===== src/hw/rtl/mvn_pkg.sv =====
// shared types and constants for the matrix-vector sign normalizer
`timescale 1ns / 1ps
`default_nettype none
package mvn_pkg;

  localparam int DIM       = 8;
  localparam int ROW_W     = 3;
  localparam int IDX_W     = 6;
  localparam int MAT_DEPTH = DIM * DIM;
  localparam int VAL_W     = 32;
  localparam int Y_W       = 48;
  localparam int ACC_W     = 52;
  localparam int B_W       = 28;
  localparam int NUM_W     = B_W + 30;
  localparam int DIV_STEPS = NUM_W;
  localparam int SQRT_STEPS = 32;

  typedef enum logic [1:0] {
    CMD_LOAD_MAT = 2'd0,
    CMD_LOAD_VEC = 2'd1,
    CMD_EVAL     = 2'd2
  } cmd_t;

  typedef enum logic [3:0] {
    ST_IDLE,
    ST_MAC_RD,
    ST_MAC_MUL,
    ST_MAC_ACC,
    ST_ROW_END,
    ST_NORM,
    ST_SQ_MUL,
    ST_SQ_ACC,
    ST_SQRT_INIT,
    ST_SQRT_STEP,
    ST_DIV_INIT,
    ST_DIV_STEP,
    ST_OUT_LOAD,
    ST_EMIT
  } state_t;

  typedef struct packed {
    logic             wr_mat;
    logic             wr_vec;
    logic             mac_clr;
    logic             mac_mul;
    logic             mac_acc;
    logic             row_end;
    logic             norm_step;
    logic             sq_mul;
    logic             sq_acc;
    logic             sqrt_init;
    logic             sqrt_step;
    logic             div_init;
    logic             div_step;
    logic             out_load;
    logic [ROW_W-1:0] row;
    logic [ROW_W-1:0] col;
  } dp_cmd_t;

  typedef struct packed {
    logic m_zero;
    logic norm_done;
    logic out_valid;
    logic out_taken;
  } dp_sts_t;

endpackage
`default_nettype wire


===== src/hw/rtl/mvn_ctrl.sv =====
// sequencer for load, multiply-accumulate, normalize, sqrt, divide and emit
`timescale 1ns / 1ps
`default_nettype none
module mvn_ctrl (
  input  wire logic            clk,
  input  wire logic            rst,
  input  wire logic            s_tvalid,
  output logic                 s_tready,
  input  wire logic [1:0]      s_tuser,
  input  wire logic [5:0]      in_index,
  input  wire mvn_pkg::dp_sts_t sts,
  output mvn_pkg::dp_cmd_t     cmd
);
  import mvn_pkg::*;

  state_t           state, state_next;
  logic [ROW_W-1:0] row, row_next;
  logic [ROW_W-1:0] col, col_next;
  logic [5:0]       cnt, cnt_next;
  logic             accept;
  cmd_t             in_cmd;

  assign accept = s_tvalid && (state == ST_IDLE);
  assign in_cmd = cmd_t'(s_tuser);

  always_ff @(posedge clk) begin
    if (rst) begin
      state <= ST_IDLE;
      row   <= '0;
      col   <= '0;
      cnt   <= '0;
    end else begin
      state <= state_next;
      row   <= row_next;
      col   <= col_next;
      cnt   <= cnt_next;
    end
  end

  always_comb begin
    state_next = state;
    row_next   = row;
    col_next   = col;
    cnt_next   = cnt;
    case (state)
      ST_IDLE: begin
        if (accept && in_cmd == CMD_EVAL) begin
          state_next = ST_MAC_RD;
          row_next   = '0;
          col_next   = '0;
        end
      end
      ST_MAC_RD:  state_next = ST_MAC_MUL;
      ST_MAC_MUL: state_next = ST_MAC_ACC;
      ST_MAC_ACC: begin
        if (col == ROW_W'(DIM - 1)) begin
          state_next = ST_ROW_END;
        end else begin
          col_next   = col + 1'b1;
          state_next = ST_MAC_RD;
        end
      end
      ST_ROW_END: begin
        col_next = '0;
        if (row == ROW_W'(DIM - 1)) begin
          state_next = ST_NORM;
          row_next   = '0;
        end else begin
          row_next   = row + 1'b1;
          state_next = ST_MAC_RD;
        end
      end
      ST_NORM: begin
        if (sts.m_zero) begin
          state_next = ST_OUT_LOAD;
        end else if (sts.norm_done) begin
          state_next = ST_SQ_MUL;
        end
      end
      ST_SQ_MUL: state_next = ST_SQ_ACC;
      ST_SQ_ACC: begin
        if (row == ROW_W'(DIM - 1)) begin
          state_next = ST_SQRT_INIT;
          row_next   = '0;
        end else begin
          row_next   = row + 1'b1;
          state_next = ST_SQ_MUL;
        end
      end
      ST_SQRT_INIT: begin
        cnt_next   = '0;
        state_next = ST_SQRT_STEP;
      end
      ST_SQRT_STEP: begin
        cnt_next = cnt + 1'b1;
        if (cnt == 6'(SQRT_STEPS - 1)) begin
          state_next = ST_DIV_INIT;
        end
      end
      ST_DIV_INIT: begin
        cnt_next   = '0;
        state_next = ST_DIV_STEP;
      end
      ST_DIV_STEP: begin
        cnt_next = cnt + 1'b1;
        if (cnt == 6'(DIV_STEPS - 1)) begin
          state_next = ST_OUT_LOAD;
        end
      end
      ST_OUT_LOAD: state_next = ST_EMIT;
      ST_EMIT: begin
        if (sts.out_taken) begin
          if (row == ROW_W'(DIM - 1)) begin
            state_next = ST_IDLE;
            row_next   = '0;
          end else begin
            row_next   = row + 1'b1;
            state_next = sts.m_zero ? ST_OUT_LOAD : ST_DIV_INIT;
          end
        end
      end
      default: state_next = ST_IDLE;
    endcase
  end

  always_comb begin
    cmd       = '0;
    cmd.row   = row;
    cmd.col   = col;
    s_tready  = (state == ST_IDLE);
    case (state)
      ST_IDLE: begin
        cmd.wr_mat  = accept && in_cmd == CMD_LOAD_MAT;
        // vector positions beyond the dimension are dropped
        cmd.wr_vec  = accept && in_cmd == CMD_LOAD_VEC && in_index < IDX_W'(DIM);
        cmd.mac_clr = accept && in_cmd == CMD_EVAL;
      end
      ST_MAC_MUL:   cmd.mac_mul   = 1'b1;
      ST_MAC_ACC:   cmd.mac_acc   = 1'b1;
      ST_ROW_END:   cmd.row_end   = 1'b1;
      ST_NORM:      cmd.norm_step = 1'b1;
      ST_SQ_MUL:    cmd.sq_mul    = 1'b1;
      ST_SQ_ACC:    cmd.sq_acc    = 1'b1;
      ST_SQRT_INIT: cmd.sqrt_init = 1'b1;
      ST_SQRT_STEP: cmd.sqrt_step = 1'b1;
      ST_DIV_INIT:  cmd.div_init  = 1'b1;
      ST_DIV_STEP:  cmd.div_step  = 1'b1;
      ST_OUT_LOAD:  cmd.out_load  = 1'b1;
      default: ;
    endcase
  end
endmodule
`default_nettype wire


===== config.mk =====
export PLATFORM = sky130hd
export DESIGN_NAME = mvn_ctrl
export DESIGN_NICKNAME = d
export VERILOG_FILES = /design/src/hw/rtl/mvn_pkg.sv /design/src/hw/rtl/mvn_ctrl.sv
export SDC_FILE = /design/constraint.sdc
export NUM_CORES = 1
export LEC_CHECK = 0
export BUFFER_PORTS_ARGS = -buffer_cell sky130_fd_sc_hd__buf_2
export CORE_ASPECT_RATIO = 0.8
export CORE_MARGIN = 8
export CORE_UTILIZATION = 54
export CTS_CLUSTER_SIZE = 8
export DETAILED_ROUTE_END_ITERATION = 8
export GPL_TIMING_DRIVEN = 0
export HOLD_SLACK_MARGIN = 0.05
export PLACE_DENSITY_LB_ADDON = 0.15
export REMOVE_ABC_BUFFERS = 1
export SYNTH_ARGS = -nofsm -noshare
export SYNTH_HDL_FRONTEND = slang
export SYNTH_SLANG_ARGS = --single-unit
export TNS_END_PERCENT = 20

===== constraint.sdc =====
create_clock -name clk -period 5.3 [get_ports clk]
set_clock_uncertainty 0.2 [all_clocks]
set_input_delay 0 -clock clk [delete_from_list [all_inputs] [get_ports clk]]
set_output_delay 0 -clock clk [all_outputs]
set_load 0.01 [all_outputs]

==> Word-level counts from Yosys, hierarchy flattened <==
Cells that the tools add are included.
W data, S select, Z words.
{ "op_classes": {"eq_ne": 25, "n_reduce_logical": 16, "muxes": 31, "addsub": 3, "magnitude_cmp": 1} }
{ "op_table": {"columns": ["cell", "n"], "rows": [
  ["$pmux W4 S14", 1],
  ["$mux W4", 8],
  ["$eq A4 B4 Y1 const B", 6],
  ["$mux W3", 8],
  ["$pmux W3 S3", 2],
  ["$eq A4 B3 Y1 const B", 4],
  ["$pmux W6 S2", 1],
  ["$mux W1", 11],
  ["$eq A4 B2 Y1 const B", 2],
  ["$ne A2 B2 Y1 const B", 4],
  ["$add A3 B1 Y3 const B", 2],
  ["$add A6 B1 Y6 const B", 1],
  ["$eq A3 B3 Y1 const B", 2],
  ["$eq A6 B5 Y1 const B", 1],
  ["$eq A6 B6 Y1 const B", 1],
  ["$lt A6 B4 Y1 const B", 1],
  ["$reduce_and A3 Y1", 2],
  ["$reduce_bool A3 Y1", 2],
  ["$reduce_or A2 Y1", 3],
  ["$logic_and A1 B1 Y1", 5],
  ["$reduce_and A5 Y1", 1],
  ["$eq A4 B1 Y1 const B", 1],
  ["$logic_not A4 Y1", 1],
  ["$ne A3 B3 Y1 const B", 1],
  ["5 further kinds", 5]
]} }
{ "word_totals": {"register_bits": 16, "output_inout_bits": 21, "in_bits": 15, "word_cells": 80} }

==> Longest topological paths before layout <==
{ "logic_depth": {"word_depth": 5, "mapped_depth": 7, "ltp_nobuf": 7} }

==> Least setup slack after synthesis <==
OpenSTA, ideal clock, no wires.
{ "synth_timing": {"kind": "register to register", "start": "register row[0]", "end": "register state[3]", "path_slack_ns": 3.577, "path_buffers": 0, "setup_ns": 0.070, "arrival_ns": 1.452, "stages_incl_launch_ff": 6, "period_less_slack_ns": 1.723, "required_ns": 5.030, "path_cell_list": "dfxtp_1 -> ha_1 -> ha_1 -> mux2i_1 -> or3b_2 -> a21oi_1"} }
{ "synth_between": {"elab_chain_len": 4, "elab_cells_between_ends": 5, "classes_between": "eq/ne: 1; mux: 4"} }
{ "synth_rtl": {"columns": ["element", "line", "source"], "rows": [
  ["start: declaration", "mvn_ctrl.sv:17", "logic [ROW_W-1:0] row, row_next;"],
  ["start signal: assignment", "mvn_ctrl.sv:34", "row <= row_next;"],
  ["$eq A3 B3 Y1 *", "mvn_ctrl.sv:82, mvn_ctrl.sv:113", null],
  ["$mux W4", "mvn_ctrl.sv:113", "if (row == ROW_W'(DIM - 1)) begin"],
  ["$mux W4", "mvn_ctrl.sv:112", "if (sts.out_taken) begin"],
  ["$pmux W4 S14 *", "mvn_ctrl.sv:45", "case (state)"],
  ["end signal: assignment", "mvn_ctrl.sv:33", "state <= state_next;"],
  ["end: declaration", "mvn_ctrl.sv:16", "state_t state, state_next;"]
]} }
Mark *: on every way between the ends. The rest lies on a longest branch, timed or not. The select of a mux whose other input is x is not followed.
A chain may end at the register's enable or synchronous reset.

==> Worst setup path in the final report <==
{ "layout_timing": {"start": "register state[1]", "end": "register state[3]"} }
{ "layout_between": {"elab_chain_len": 5, "elab_cells_between_ends": 23, "classes_between": "eq/ne: 18; mux: 1; reduce/logical: 4"} }
{ "layout_rtl": {"columns": ["element", "line", "source"], "rows": [
  ["$logic_not A4 Y1", "mvn_ctrl.sv:23, mvn_ctrl.sv:45", null],
  ["$logic_and A1 B1 Y1", "mvn_ctrl.sv:23", "assign accept = s_tvalid && (state == ST_IDLE);"],
  ["$logic_and A1 B1 Y1", "mvn_ctrl.sv:47", "if (accept && in_cmd == CMD_EVAL) begin"],
  ["$ne A2 B1 Y1 (no line)", null, null],
  ["$reduce_and A5 Y1 (no line)", null, null]
]} }
Parallel ways exist; a longest one is shown, timed or not.

==> impl_metrics.yaml <==
run_status:
  status: "finished clean"
synth:
  synth_area_um2: 1177
  yosysTopAreaCell: "dfxtp_1"
  ys_seq_elements: 16
  yosysUniqueCellTypes: 41
  synth_seq_area_share_pct: 27.21
  synth_top_cell_area_share_pct: 27.21
  synth.avg_cell_area_um2: 7.902
  synthCells: 149
  ys_warn_count: 0
  synth_area_leaders: "dfxtp_1 27%, ha_1 7.4%, nor2_1 4.8%, a21oi_1 4.7%, nand2_1 4.5%"
cts:
  cts-buffers-inserted: 3
  htree_num_levels: 1
  clk_latency_ns: 0.29
  cts_resized: 0
  clk_transition_reported_paths_ns: 0.09
  clockBufferDepth: 2
  cts_sinks: 16
  cts_tree: "yes"
  clockRootBuffer: "clkbuf_4"
sta:
  fin_crit_sh_pct: 52.03
  fmax_mhz: 362.6
  finalSetupTns_ns: 0
  finalSetupViolCount: 0
  max_slew.worst_pin.slew_ns: 0.8838
  hold_viol: 0
  period_needed_ns: 2.758
  maxSlewViolCount: 0
  fin_ws_ns: 2.542
  slew-limit-headroom_pct: 41.00
  rsz0062_at_grt: "no"
routing:
  drtPass1Iterations: 4
  antenna_left: 0
  wl_per_cell_um: 14.57
  drc_errors: 0
  drt_iter0_drc: 72
  via_count: 1206
  drt_wl_total_mm: 3.045
  drt-vias-per-instance: 5.770
worst_setup_path:
  crit_type: "reg -> reg"
  critPathLaunchType: "flip-flop"
  required_ns: 5.28
  crit_arrival_ns: 2.74
  crit_path_end_kind: "flip-flop"
  cp_max_fo: 20
cells_and_area:
  design_area_um2: 1430
  final_common_cell: "buf_2"
  fin_util_pct: 68.04
  drive_gt1_share_pct: 23.91
  mostFrequentLayoutCells: "31 x buf_2, 16 x dfxtp_1, 15 x nor2_1"
  areaGrowthSynthToFinish_pct: 21.47
  nNetsFinal: 207
  antennaDiodeCount: 0
power_and_ir_drop:
  p_per_area_nw_per_um2: 165.4
  fin_total_pwr_w: 0.0002366
  ir_drop_mv: 0.1513
  leakage_nw: 0.6284
place:
  pre_cts_slack_ns: 3.108
  gp_congestion: 0.8509
  dpl_cell_area_um2: 1314
  dp_hpwl_mm: 2.207
  io_buffers: 31
die:
  core_area_um2: 2102
  die_x_um: 68.21
  io_pins: 36
  dieArea_um2: 3940
  initial_core_util_pct: 56.01
  die_height_um: 57.77
  core.rowCount: 15
grt:
  grt_start_max_net_pins: 24
  antenna_found_initial: 0
  grt_usage_pct: 16.32
  grt_pass1_vias: 1179
  grt_overflow_total: 0
  grt_pass1_wl_mm: 5.133
worst_hold_path:
  hold_class: "in -> out"
flow_run:
  maxCapViolCount: 0
==> timing repair <==
item | CTS | global route
setup buffers | 0 | 0
endpoints found under the hold margin | 12 | 0
hold buffers | 8 | 0
==> sequential cells by signal (all words and copies together) (netlist names) <==
register / flops
cnt: 6
col: 3
row: 3
state: 4
==> cell type report <==
cell class / count / area (um2)
repair buffers: 39 / 235.2
clock buffers: 4 / 36.28
multi-input cells: 119 / 784.5
well taps: 25 / 31.28
inverters: 6 / 22.52
flip-flops and latches: 16 / 320.3
fillers: 182 / 671.9
==> cells by family (layout without fill, tap and decap cells) <==
family,after synthesis,count (layout),share of synthesized area (%)
AO/OA/AOI/OAI,34,34,19.45
XOR/XNOR,4,4,2.975
adder cells (fa/ha/maj),7,7,7.439
buffers and inverters,14,49,6.163
flip-flops,16,16,27.21
multiplexers,3,3,2.551
AND/OR/NAND/NOR,71,71,34.22
==> Yosys cell counts <==
cell	number
and3b_1	1
nor2_1	15
a21o_1	4
buf_2	4
nor4_1	5
nand2b_4	2
o21ai_0	5
nand3b_1	4
nand2b_1	8
mux2i_1	3
or4_1	1
a21oi_2	1
and2_1	1
clkbuf_1	1
nand3_1	3
buf_6	1
o31ai_1	1
o31a_1	1
o21ai_1	1
a31oi_1	2
o21bai_1	1
a41oi_2	1
inv_1	6
a31o_2	1
ha_1	7
nand4_1	2
and2b_4	1
nor4_4	1
xor2_1	4
a221oi_1	1
nor3_1	9
o32ai_1	3
or3b_2	1
a211o_1	1
or3_1	1
dfxtp_1	16
or2_2	1
or2b_1	1
a21oi_1	11
buf_4	2
nand2_1	14
==> worst max-delay path: stages (launching register included) <==
cell           delay [ns]
dfxtp_1              0.83
nand2b_4             0.31
nor4_1               0.07
a211o_1              0.30
o31ai_1              0.25
a21oi_1              0.10
dlygate4sd3_1        0.57
==> stage by stage <==
stage,hold slack (ns),std cells
2_1_floorplan,-0.1525,141
3_3_place_gp,0.03600,197
3_5_place_dp,0.04274,197
4_1_cts,0.07438,209
5_1_grt,0.09534,209
6_report,0.07157,209
==> power by group <==
group	total [W]	switching (W)	leakage [nW]	internal (W)
clock	0.0000805	0.0000387	0.0210	0.0000419
combinational	0.0000306	0.0000144	0.478	0.0000162
sequential	0.000125	0.00000465	0.129	0.000121
==> worst paths after layout <==
check	from	to	slack [ns]	cells past startpoint
max	state[1]	state[3]	2.54	6
min	s_tuser[0]	cmd[19]	0.07	3
max reg2reg	state[1]	state[3]	2.54	6
min reg2reg	cnt[1]	cnt[1]	0.30	2
==> layer usage <==
metal / GRT usage [%] / vias up / part of all wire (%)
li1: - / 603 / -
met1: 19.96 / 553 / 45
met2: 27.27 / 45 / 48
met3: 4.808 / 5 / 7.1
met4: 3.499 / 0 / 0.56
met5: 0 / - / 0
Note: power is estimated with default switching activity, not from simulation.
